`src/bbt_pkg.sv`:
```
// Shared types, codes and sizes of the block buffer tag table.
package bbt_pkg;

   localparam int SLOTS = 32;
   localparam int IDX_W = (SLOTS > 1) ? $clog2(SLOTS) : 1;
   localparam logic [8:0] SLOT_LIMIT = 9'(SLOTS);
   localparam logic [IDX_W-1:0] LAST_IDX = IDX_W'(SLOTS - 1);
   localparam logic [7:0] REFS_MAX = 8'hFF;

   typedef enum logic [1:0] {
      KIND_GET     = 2'd0,
      KIND_RELEASE = 2'd1,
      KIND_PIN     = 2'd2,
      KIND_UNPIN   = 2'd3
   } kind_type;

   typedef enum logic [1:0] {
      ST_READY = 2'd0,
      ST_FETCH = 2'd1,
      ST_NOBUF = 2'd2,
      ST_ERROR = 2'd3
   } status_type;

   typedef enum logic [2:0] {
      S_IDLE   = 3'd0,
      S_SCAN   = 3'd1,
      S_DRAIN  = 3'd2,
      S_READ   = 3'd3,
      S_COMMIT = 3'd4
   } state_type;

   typedef struct packed {
      logic [31:0] block;
      logic [7:0]  dev;
   } tag_type;

   typedef struct packed {
      logic [31:0] rtime;
      logic        valid;
      logic [7:0]  refs;
   } meta_type;

   typedef struct packed {
      logic             clear;
      logic             sample;
      logic [IDX_W-1:0] idx;
   } scan_ctl_type;

   typedef struct packed {
      logic             hit;
      logic [IDX_W-1:0] hit_idx;
      meta_type         hit_meta;
      logic             free;
      logic [IDX_W-1:0] vic_idx;
      meta_type         vic_meta;
   } scan_res_type;

endpackage

```
`src/bbt_ram.sv`:
```
// Generic simple dual-port RAM with one write port and a registered read port.
module bbt_ram #(
   parameter int WIDTH = 8,
   parameter int DEPTH = 32
) (
   input  logic                             clock,
   input  logic                             wr_en,
   input  logic [$clog2(DEPTH > 1 ? DEPTH : 2)-1:0] wr_addr,
   input  logic [WIDTH-1:0]                 wr_data,
   input  logic                             rd_en,
   input  logic [$clog2(DEPTH > 1 ? DEPTH : 2)-1:0] rd_addr,
   output logic [WIDTH-1:0]                 rd_data
);

   logic [WIDTH-1:0] mem [DEPTH];
   logic [WIDTH-1:0] rd_data_ff;

   always_ff @(posedge clock) begin
      if (wr_en) begin
         mem[wr_addr] <= wr_data;
      end
      if (rd_en) begin
         rd_data_ff <= mem[rd_addr];
      end
   end

   assign rd_data = rd_data_ff;

endmodule

```
`src/bbt_scan.sv`:
```
// Scan tracker: finds the first tag match and the oldest free slot as entries stream by.
module bbt_scan (
   input  logic                  clock,
   input  logic                  reset,
   input  bbt_pkg::scan_ctl_type ctl,
   input  bbt_pkg::tag_type      req_tag,
   input  bbt_pkg::tag_type      ent_tag,
   input  bbt_pkg::meta_type     ent_meta,
   output bbt_pkg::scan_res_type res
);

   bbt_pkg::scan_res_type res_ff;
   bbt_pkg::scan_res_type res_in;

   always_comb begin
      res_in = res_ff;
      if (ctl.clear) begin
         res_in.hit  = 1'b0;
         res_in.free = 1'b0;
      end else if (ctl.sample) begin
         // Entries arrive in ascending order, so the first match is the lowest.
         if (!res_ff.hit && ent_tag == req_tag) begin
            res_in.hit      = 1'b1;
            res_in.hit_idx  = ctl.idx;
            res_in.hit_meta = ent_meta;
         end
         // Strict compare keeps the lowest slot on equal release times.
         if (ent_meta.refs == 8'd0 &&
             (!res_ff.free || ent_meta.rtime < res_ff.vic_meta.rtime)) begin
            res_in.free     = 1'b1;
            res_in.vic_idx  = ctl.idx;
            res_in.vic_meta = ent_meta;
         end
      end
   end

   always_ff @(posedge clock) begin
      if (reset) begin
         res_ff.hit  <= 1'b0;
         res_ff.free <= 1'b0;
      end else begin
         res_ff.hit  <= res_in.hit;
         res_ff.free <= res_in.free;
      end
      res_ff.hit_idx  <= res_in.hit_idx;
      res_ff.hit_meta <= res_in.hit_meta;
      res_ff.vic_idx  <= res_in.vic_idx;
      res_ff.vic_meta <= res_in.vic_meta;
   end

   assign res = res_ff;

endmodule

```
`src/block_buffer_tag_table.sv`:
```
// Block buffer tag table: request sequencer, tag and metadata memories, result register.
//
// Requests arrive on the req_ stream; each transfer carries one request (get, release,
// pin or unpin) and produces exactly one result transfer on the rsp_ stream.
// A get reads every slot once through the single read port of the tag and metadata
// memories, one slot per cycle, then passes through the drain state and commits.
// Release, pin and unpin read one slot and commit.
// The scan over the memories' one read port makes a get the slowest request.
// One request is worked on at a time; req_tready is high while the sequencer idles.
// A finished result sits in the output register; while the receiver stalls the next
// request is still taken and worked on up to its commit, which waits for the output
// register to empty.
// Reset clears the sequencer, the output register, the release clock and a flip-flop
// per slot that marks it written; an unwritten slot reads as all zero, so no clearing
// pass follows reset and the first request can transfer in the next cycle.
module block_buffer_tag_table (
   input  logic        clock,
   input  logic        reset,
   input  logic        req_tvalid,
   output logic        req_tready,
   input  logic [47:0] req_tdata,   // dev[7:0], block[39:8], slot[44:40], zero[47:45]
   input  logic [1:0]  req_tuser,   // kind[1:0]
   output logic        rsp_tvalid,
   input  logic        rsp_tready,
   output logic [7:0]  rsp_tdata,   // slot_out[4:0], zero[7:5]
   output logic [1:0]  rsp_tuser    // status[1:0]
);

   localparam int IW = bbt_pkg::IDX_W;

   bbt_pkg::state_type state_ff, state_in;

   bbt_pkg::kind_type  req_kind_ff;
   bbt_pkg::tag_type   req_tag_ff;
   logic [4:0]         req_slot_ff;
   logic               req_oor_ff;

   logic [IW-1:0]      cnt_ff, cnt_in;
   logic               rd_vld_ff;
   logic [IW-1:0]      rd_idx_ff;
   logic [bbt_pkg::SLOTS-1:0] written_ff, written_in;
   logic [31:0]        rclk_ff, rclk_in;

   logic               rsp_tvalid_ff, rsp_tvalid_in;
   logic [4:0]         rsp_slot_ff, rsp_slot_in;
   bbt_pkg::status_type rsp_status_ff, rsp_status_in;

   logic               req_fire;
   logic               rd_en;
   logic [IW-1:0]      rd_addr;
   logic               commit_en;
   logic               commit_fire;
   bbt_pkg::scan_ctl_type scan_ctl;
   bbt_pkg::scan_res_type scan_res;

   bbt_pkg::tag_type   tag_rd, ent_tag, wr_tag;
   bbt_pkg::meta_type  meta_rd, ent_meta, wr_meta;
   logic               upd;
   logic               rel_bump;
   logic [IW-1:0]      wr_addr;
   logic               mem_wr;
   bbt_pkg::status_type res_status;
   logic [4:0]         res_slot;

   assign req_fire    = req_tvalid && req_tready;
   assign req_tready  = (state_ff == bbt_pkg::S_IDLE);
   assign commit_fire = commit_en && (!rsp_tvalid_ff || rsp_tready);
   assign mem_wr      = commit_fire && upd;

   // Entries never written since reset read as zero.
   assign ent_tag  = written_ff[rd_idx_ff] ? tag_rd  : '0;
   assign ent_meta = written_ff[rd_idx_ff] ? meta_rd : '0;

   bbt_ram #(
      .WIDTH ($bits(bbt_pkg::tag_type)),
      .DEPTH (bbt_pkg::SLOTS)
   ) u_tag_ram (
      .clock   (clock),
      .wr_en   (mem_wr),
      .wr_addr (wr_addr),
      .wr_data (wr_tag),
      .rd_en   (rd_en),
      .rd_addr (rd_addr),
      .rd_data (tag_rd)
   );

   bbt_ram #(
      .WIDTH ($bits(bbt_pkg::meta_type)),
      .DEPTH (bbt_pkg::SLOTS)
   ) u_meta_ram (
      .clock   (clock),
      .wr_en   (mem_wr),
      .wr_addr (wr_addr),
      .wr_data (wr_meta),
      .rd_en   (rd_en),
      .rd_addr (rd_addr),
      .rd_data (meta_rd)
   );

   bbt_scan u_scan (
      .clock    (clock),
      .reset    (reset),
      .ctl      (scan_ctl),
      .req_tag  (req_tag_ff),
      .ent_tag  (ent_tag),
      .ent_meta (ent_meta),
      .res      (scan_res)
   );

   // Next state.
   always_comb begin
      state_in = state_ff;
      case (state_ff)
         bbt_pkg::S_IDLE: begin
            if (req_fire) begin
               state_in = (bbt_pkg::kind_type'(req_tuser) == bbt_pkg::KIND_GET) ?
                          bbt_pkg::S_SCAN : bbt_pkg::S_READ;
            end
         end
         bbt_pkg::S_SCAN: begin
            if (cnt_ff == bbt_pkg::LAST_IDX) begin
               state_in = bbt_pkg::S_DRAIN;
            end
         end
         bbt_pkg::S_DRAIN:  state_in = bbt_pkg::S_COMMIT;
         bbt_pkg::S_READ:   state_in = bbt_pkg::S_COMMIT;
         bbt_pkg::S_COMMIT: begin
            if (commit_fire) begin
               state_in = bbt_pkg::S_IDLE;
            end
         end
         default: state_in = bbt_pkg::S_IDLE;
      endcase
   end

   // State outputs.
   always_comb begin
      rd_en          = 1'b0;
      rd_addr        = cnt_ff;
      commit_en      = 1'b0;
      cnt_in         = '0;
      scan_ctl.clear = 1'b0;
      scan_ctl.sample = rd_vld_ff && (req_kind_ff == bbt_pkg::KIND_GET);
      scan_ctl.idx   = rd_idx_ff;
      case (state_ff)
         bbt_pkg::S_IDLE: begin
            scan_ctl.clear  = 1'b1;
            scan_ctl.sample = 1'b0;
         end
         bbt_pkg::S_SCAN: begin
            rd_en  = 1'b1;
            rd_addr = cnt_ff;
            cnt_in = IW'(cnt_ff + 1'b1);
         end
         bbt_pkg::S_DRAIN: begin
         end
         bbt_pkg::S_READ: begin
            rd_en   = 1'b1;
            rd_addr = IW'(req_slot_ff);
         end
         bbt_pkg::S_COMMIT: begin
            commit_en = 1'b1;
         end
         default: begin
         end
      endcase
   end

   // Read-modify-write of the selected slot.
   always_comb begin
      upd        = 1'b0;
      rel_bump   = 1'b0;
      wr_addr    = rd_idx_ff;
      wr_tag     = ent_tag;
      wr_meta    = ent_meta;
      res_status = bbt_pkg::ST_READY;
      res_slot   = req_slot_ff;
      if (req_kind_ff == bbt_pkg::KIND_GET) begin
         if (scan_res.hit) begin
            res_slot = 5'(scan_res.hit_idx);
            if (scan_res.hit_meta.refs == bbt_pkg::REFS_MAX) begin
               res_status = bbt_pkg::ST_ERROR;
            end else begin
               upd           = 1'b1;
               wr_addr       = scan_res.hit_idx;
               wr_tag        = req_tag_ff;
               wr_meta       = scan_res.hit_meta;
               wr_meta.refs  = 8'(scan_res.hit_meta.refs + 8'd1);
               wr_meta.valid = 1'b1;
               res_status    = scan_res.hit_meta.valid ? bbt_pkg::ST_READY :
                                                         bbt_pkg::ST_FETCH;
            end
         end else if (scan_res.free) begin
            // A retagged slot always reports a fetch; its valid flag is set at once, so later gets report ready.
            upd           = 1'b1;
            wr_addr       = scan_res.vic_idx;
            wr_tag        = req_tag_ff;
            wr_meta       = scan_res.vic_meta;
            wr_meta.refs  = 8'd1;
            wr_meta.valid = 1'b1;
            res_slot      = 5'(scan_res.vic_idx);
            res_status    = bbt_pkg::ST_FETCH;
         end else begin
            res_slot   = 5'd0;
            res_status = bbt_pkg::ST_NOBUF;
         end
      end else if (req_oor_ff) begin
         res_status = bbt_pkg::ST_ERROR;
      end else begin
         case (req_kind_ff)
            bbt_pkg::KIND_PIN: begin
               if (ent_meta.refs == bbt_pkg::REFS_MAX) begin
                  res_status = bbt_pkg::ST_ERROR;
               end else begin
                  upd          = 1'b1;
                  wr_meta.refs = 8'(ent_meta.refs + 8'd1);
               end
            end
            bbt_pkg::KIND_RELEASE, bbt_pkg::KIND_UNPIN: begin
               if (ent_meta.refs == 8'd0) begin
                  res_status = bbt_pkg::ST_ERROR;
               end else begin
                  upd          = 1'b1;
                  wr_meta.refs = 8'(ent_meta.refs - 8'd1);
                  if (req_kind_ff == bbt_pkg::KIND_RELEASE) begin
                     rel_bump      = 1'b1;
                     wr_meta.rtime = 32'(rclk_ff + 32'd1);
                  end
               end
            end
            default: begin
            end
         endcase
      end
   end

   always_comb begin
      written_in = written_ff;
      if (mem_wr) begin
         written_in[wr_addr] = 1'b1;
      end
      rclk_in = (commit_fire && rel_bump) ? 32'(rclk_ff + 32'd1) : rclk_ff;
      rsp_tvalid_in = rsp_tvalid_ff;
      rsp_slot_in   = rsp_slot_ff;
      rsp_status_in = rsp_status_ff;
      if (rsp_tvalid_ff && rsp_tready) begin
         rsp_tvalid_in = 1'b0;
      end
      if (commit_fire) begin
         rsp_tvalid_in = 1'b1;
         rsp_slot_in   = res_slot;
         rsp_status_in = res_status;
      end
   end

   always_ff @(posedge clock) begin
      if (reset) begin
         state_ff      <= bbt_pkg::S_IDLE;
         cnt_ff        <= '0;
         rd_vld_ff     <= 1'b0;
         written_ff    <= '0;
         rclk_ff       <= '0;
         rsp_tvalid_ff <= 1'b0;
      end else begin
         state_ff      <= state_in;
         cnt_ff        <= cnt_in;
         rd_vld_ff     <= rd_en;
         written_ff    <= written_in;
         rclk_ff       <= rclk_in;
         rsp_tvalid_ff <= rsp_tvalid_in;
      end
      if (rd_en) begin
         rd_idx_ff <= rd_addr;
      end
      if (req_fire) begin
         req_kind_ff <= bbt_pkg::kind_type'(req_tuser);
         req_tag_ff  <= '{block: req_tdata[39:8], dev: req_tdata[7:0]};
         req_slot_ff <= req_tdata[44:40];
         req_oor_ff  <= ({4'b0000, req_tdata[44:40]} >= bbt_pkg::SLOT_LIMIT);
      end
      rsp_slot_ff   <= rsp_slot_in;
      rsp_status_ff <= rsp_status_in;
   end

   assign rsp_tvalid = rsp_tvalid_ff;
   assign rsp_tdata  = {3'b000, rsp_slot_ff};
   assign rsp_tuser  = rsp_status_ff;

   // A commit only happens into an empty or draining output register.
   a_commit_loads: assert property (@(posedge clock) disable iff (reset)
      commit_fire |=> rsp_tvalid_ff)
      else $error("commit did not load the result register");

   // The scan reaches the drain cycle only after issuing the last slot.
   a_scan_complete: assert property (@(posedge clock) disable iff (reset)
      (state_ff == bbt_pkg::S_DRAIN) |-> ($past(cnt_ff) == bbt_pkg::LAST_IDX))
      else $error("scan ended before the last slot");

   // Every memory write marks its slot as written.
   a_written_mark: assert property (@(posedge clock) disable iff (reset)
      mem_wr |=> written_ff[$past(wr_addr)])
      else $error("written flag not set after a memory write");

   // No-buffer results always carry slot zero.
   a_nobuf_slot: assert property (@(posedge clock) disable iff (reset)
      (rsp_tvalid_ff && rsp_status_ff == bbt_pkg::ST_NOBUF) |-> (rsp_slot_ff == 5'd0))
      else $error("no-buffer result with nonzero slot");

endmodule

```
`config.mk`:
```
export PLATFORM = sky130hd
export DESIGN_NAME = block_buffer_tag_table
export DESIGN_NICKNAME = d
export VERILOG_FILES = /design/src/bbt_pkg.sv /design/src/bbt_ram.sv /design/src/bbt_scan.sv /design/src/block_buffer_tag_table.sv
export SDC_FILE = /design/constraint.sdc
export NUM_CORES = 2
export LEC_CHECK = 0
export BUFFER_PORTS_ARGS = -buffer_cell sky130_fd_sc_hd__buf_4
export CAP_MARGIN = 0
export CORE_AREA = 2 2 647 649
export DETAILED_ROUTE_END_ITERATION = 12
export DIE_AREA = 0 0 649 651
export SYNTH_ARGS = -nofsm -noshare
export SYNTH_HDL_FRONTEND = slang
export SYNTH_HIERARCHICAL = 1
export SYNTH_SLANG_ARGS = --single-unit
```
`constraint.sdc`:
```
create_clock -name clock -period 7.9 [get_ports clock]
set_clock_uncertainty 0.2 [all_clocks]
set_input_delay 1.185 -clock clock [delete_from_list [all_inputs] [get_ports clock]]
set_output_delay 1.185 -clock clock [all_outputs]
set_load 0.005 [all_outputs]
```
## Yosys cells after proc, flatten, opt, wreduce, memory -nomap -nowiden

Memory sizes are Yosys's and may differ from the RTL's. A register that Yosys moved wholly into a read port is not among the register bits.
Cells that the tools add are included.

- Register bits after elaboration: 218
- RAM bits: 2,592
- Input port bits: 54
- Output and inout bits: 12
- Logic and storage cells: 139
- Memories: 2

Memories:

| name | depth | width | read ports | clocked after Yosys merged registers in | write ports | line | text |
|---|---|---|---|---|---|---|---|
| u_meta_ram.mem | 32 | 41 | 1 | 1 | 1 | bbt_ram.sv:15 | `logic [WIDTH-1:0] mem [DEPTH];` |
| u_tag_ram.mem | 32 | 40 | 1 | 1 | 1 | bbt_ram.sv:15 |  |

- Add/sub/neg operators: 5
- Order comparisons: 4
- Equality and inequality tests: 14
- Multiplexer cells: 61
- Bitwise gates (word level): 3
- Reduce and logical (&&, ||, !) cells: 29

Operator list:

| kind | number |
|---|---|
| two-way mux 40 bit | 5 |
| two-way mux 41 bit | 4 |
| two-way mux 32 bit | 4 |
| == test 40 bit | 1 |
| two-way mux 5 bit | 8 |
| adder 32 x 1 -> 32 bit (second input constant) | 1 |
| < comparator 32 bit | 1 |
| OR 32 bit | 1 |
| two-way mux 8 bit | 3 |
| two-way mux 1 bit | 20 |
| adder 8 x 1 -> 8 bit (second input constant) | 2 |
| == test 8 bit (second input constant) | 2 |
| two-way mux 2 bit | 8 |
| one-hot mux 8 bit (2 select lines) | 1 |
| < comparator 5 x 6 -> 1 bit (second input constant) | 2 |
| one-hot mux 3 bit (4 select lines) | 1 |
| OR reduction 2 bit | 5 |
| logical AND 1 bit | 9 |
| two-way mux 3 bit | 3 |
| AND reduction 3 bit | 3 |
| zero test 8 bit | 1 |
| subtractor 8 x 1 -> 8 bit (second input constant) | 1 |
| == test 3 x 2 -> 1 bit (second input constant) | 2 |
| adder 5 x 1 -> 5 bit (second input constant) | 1 |
| other kinds (19) | 27 |

## Longest topological paths before layout

- Word-level depth: 10
- Gate-level depth with buffers: 18
- Depth with buffers taken out: 14

## Hierarchy

The synthesis kept the hierarchy.

Modules (own cells, without submodules):

| module | times used | cells each | area an instance (µm²) | seq. area each (µm²) |
|---|---|---|---|---|
| bbt_ram at u_meta_ram | 1 | 2,883 | 52,210.1 | 40,629.0 |
| bbt_ram at u_tag_ram | 1 | 2,813 | 50,965.1 | 39,638.0 |
| block_buffer_tag_table | 1 | 952 | 8,523.2 | 3,253.1 |
| bbt_scan | 1 | 270 | 4,085.2 | 2,802.7 |

## Worst setup path after synthesis

No wires, ideal clock.

- Kind: flip-flop to flip-flop
- Start point: reg rd_idx_ff[1]
- End point: mem u_meta_ram/mem[28][0] (netlist name), enable pin
- Setup time: 0.440 ns
- Arrival time: 5.245 ns
- Required time: 7.260 ns
- Setup slack: 2.016 ns
- Stages on the path, launching flop included: 19
- Buffers on the path: 4
- Period minus slack after synthesis: 5.884 ns
- Cell sequence: edfxtp_1 buf_4 mux2i_1 a22oi_1 nand3_1 nand4_1 buf_2 clkbuf_1 nand2_1 inv_1 ha_1 nand3_1 nor3_1 nand3_1 and3_1 and2_1 or3b_2 clkbuf_1 nor2_1

RTL lines:

| item | line | text |
|---|---|---|
| start: declaration | block_buffer_tag_table.sv:40 | `logic [IW-1:0] rd_idx_ff;` |
| start signal: assignment | block_buffer_tag_table.sv:273 | `rd_idx_ff <= rd_addr;` |
| end: declaration | bbt_ram.sv:15 |  |

==> results.json <==
{
  "cts_tree": "yes",
  "worstPathRequired_ns": 8.21,
  "die_area_mm2": 0.4225,
  "wl_per_cell_um": 23.04,
  "crit_path_start_kind": "flip-flop",
  "overflow": 0,
  "cpMostUsedCell": "nand3_1",
  "max_cap_violations": 0,
  "detail_route.iter0.violations": 6356,
  "core_mm2": 0.4154,
  "die_w_um": 649,
  "layout_common_cells": "edfxtp_1 (2815), mux2i_1 (1309), clkbuf_16 (314), nand2_1 (313), a21oi_1 (282)",
  "htree_levels": 5,
  "layout_commonest_cell": "edfxtp_1",
  "io_pins": 66,
  "min_period_over_period_pct": 86.84,
  "syn_inst": 6909,
  "postCtsSetupRepairBufs": 0,
  "grt_antenna_before_repair": 6,
  "drt-pass1-iter-count": 6,
  "final_area_mm2": 0.1327,
  "nNetsFinal": 7149,
  "numClockSinks": 2891,
  "arrival_ns": 7.17,
  "setup_viol": 0,
  "finalCriticalPeriod_ns": 6.861,
  "p_per_area_mw_per_mm2": 248.5,
  "slowest_delay_ns": 1.18,
  "rsz0062_at_grt": "false",
  "clk_path_buf_depth": 4,
  "vdd_ir_drop_max_v": 0.0001798,
  "holdBufCountCts": 0,
  "crit_path_cell_trace": "mux2i_1 -> a22oi_1 -> nand3_1 -> nand4_1 -> buf_4 -> nand2_1 -> inv_1 -> ha_1 -> nand3_1 -> nor3_1 -> nand3_1 -> and3_1 -> and2_1 -> nand3b_1 -> nor2_4 -> buf_4",
  "path_max_fanout": 26,
  "crit_slowest_cell": "nor2_4",
  "tns_ns": 0,
  "yosys_warnings": 6,
  "syn-mean-instance-area_um2": 16.72,
  "postRouteAntennaNets": 0,
  "clock-root-buffer": "clkbuf_16",
  "vias_per_cell": 4.855,
  "multiInputGateArea_mm2": 0.02779,
  "num_vias": 62090,
  "drv_slew": 0,
  "grt_pass1_vias": 61360,
  "max-slew-margin-rel_pct": 13.35,
  "clock.fmax_mhz": 145.8,
  "clk_latency_ns": 0.85,
  "core.rowCount": 237,
  "status": "completed",
  "finalHoldViolCount": 0,
  "drc": 0,
  "p_leak_nw": 40.69,
  "clkTransAtPathRegs_ns": 0.06,
  "finalWirelength_um": 294700,
  "cts_resized": 0,
  "nFillCells": 39700,
  "die_h_um": 651,
  "hp-class": "reg2reg",
  "worst_pin_slew_ns": 1.297,
  "grt_pass1_wl_um": 421500,
  "cts_buffers": 303,
  "grt_use_total_pct": 13.34,
  "port_buffers": 59,
  "gp_congestion": 0.8330,
  "grt_max_degree": 110,
  "synth_area_mm2": 0.1155,
  "seq_area_mm2": 0.08605,
  "critPathKind": "reg2reg",
  "final_util_pct": 31.93,
  "dp_hpwl_um": 164100,
  "syn_to_final_growth_pct": 14.85,
  "dpl_cell_area_mm2": 0.1231,
  "start_util_pct": 27.80,
  "end_kind": "flip-flop",
  "drive_above_1_share_pct": 11.65
}
## where the power goes
group | internal (mW) | switching, mW
clock network | 8.04 | 5.79
logic | 0.583 | 1.33
registers | 17.2 | 0.0667
## final cells by class
class | count | area share [%]
diodes | 4 | 0.007545
clock buffers | 359 | 6.065
clock inverters | 177 | 1.162
inverters | 79 | 0.2273
multi-input cells | 3550 | 20.95
flip-flops and latches | 2891 | 64.86
well taps | 5497 | 5.184
repair buffers | 232 | 1.545
## worst max-delay path: cells and delay by family, from the launching register on
kind / cells / cell delay (ns)
AO/OA/AOI/OAI: 1 / 0.13
adder cells (fa/ha/maj): 1 / 0.23
buffers and inverters: 3 / 0.82
flip-flops: 1 / 1.05
multiplexers: 1 / 0.31
AND/OR/NAND/NOR: 10 / 3.75
## metrics by stage
step                hold slack, ns  std cells  total power [mW]  worst slack [ns]
finish                      0.2697      12790             32.97             1.039
global route                0.2571      12790             33.95            0.6312
floorplan                   0.2267       6911             18.77             2.026
CTS                         0.2487      12780             33.22             1.075
global placement            0.2592      12250             19.40             1.317
detailed placement          0.2633      12250             19.45             1.092
## worst paths after layout
| check | start | to | slack, ns | cells after the start |
|---|---|---|---|---|
| setup reg to reg | rd_idx_ff[1]$_DFFE_PP_ | u_meta_ram/mem[22][4]$_DFFE_PP_ | 1.04 | 16 |
| setup / recovery | rd_idx_ff[1]$_DFFE_PP_ | u_meta_ram/mem[22][4]$_DFFE_PP_ | 1.04 | 16 |
| hold / removal | written_ff[15]$_SDFFE_PP0P_ | written_ff[15]$_SDFFE_PP0P_ | 0.27 | 2 |
| hold reg to reg | written_ff[15]$_SDFFE_PP0P_ | written_ff[15]$_SDFFE_PP0P_ | 0.27 | 2 |
## flip-flops by register name, summed over array words and instances (netlist names)
register / cells
rclk_ff: 32
cnt_ff: 5
rd_vld_ff: 1
u_meta_ram/rd_data: 41
rsp_tvalid: 1
written_ff: 32
u_tag_ram/rd_data: 40
state_ff: 3
u_meta_ram/mem: 1312
req_slot_ff: 5
rsp_tuser: 2
u_tag_ram/mem: 1280
req_tag_ff: 40
rd_idx_ff: 5
u_scan/res: 85
rsp_slot_ff: 5
req_kind_ff: 2
## routing by layer
metal / global-route usage [%] / vias to the layer above / wire [um]
met5: 0 / - / 0
met4: 3.876 / 0 / 8539
met2: 22.29 / 2121 / 141400
met3: 2.494 / 428 / 20740
met1: 17.63 / 32030 / 124000
li1: - / 27510 / -
Note: power is estimated with default switching activity, not from simulation.
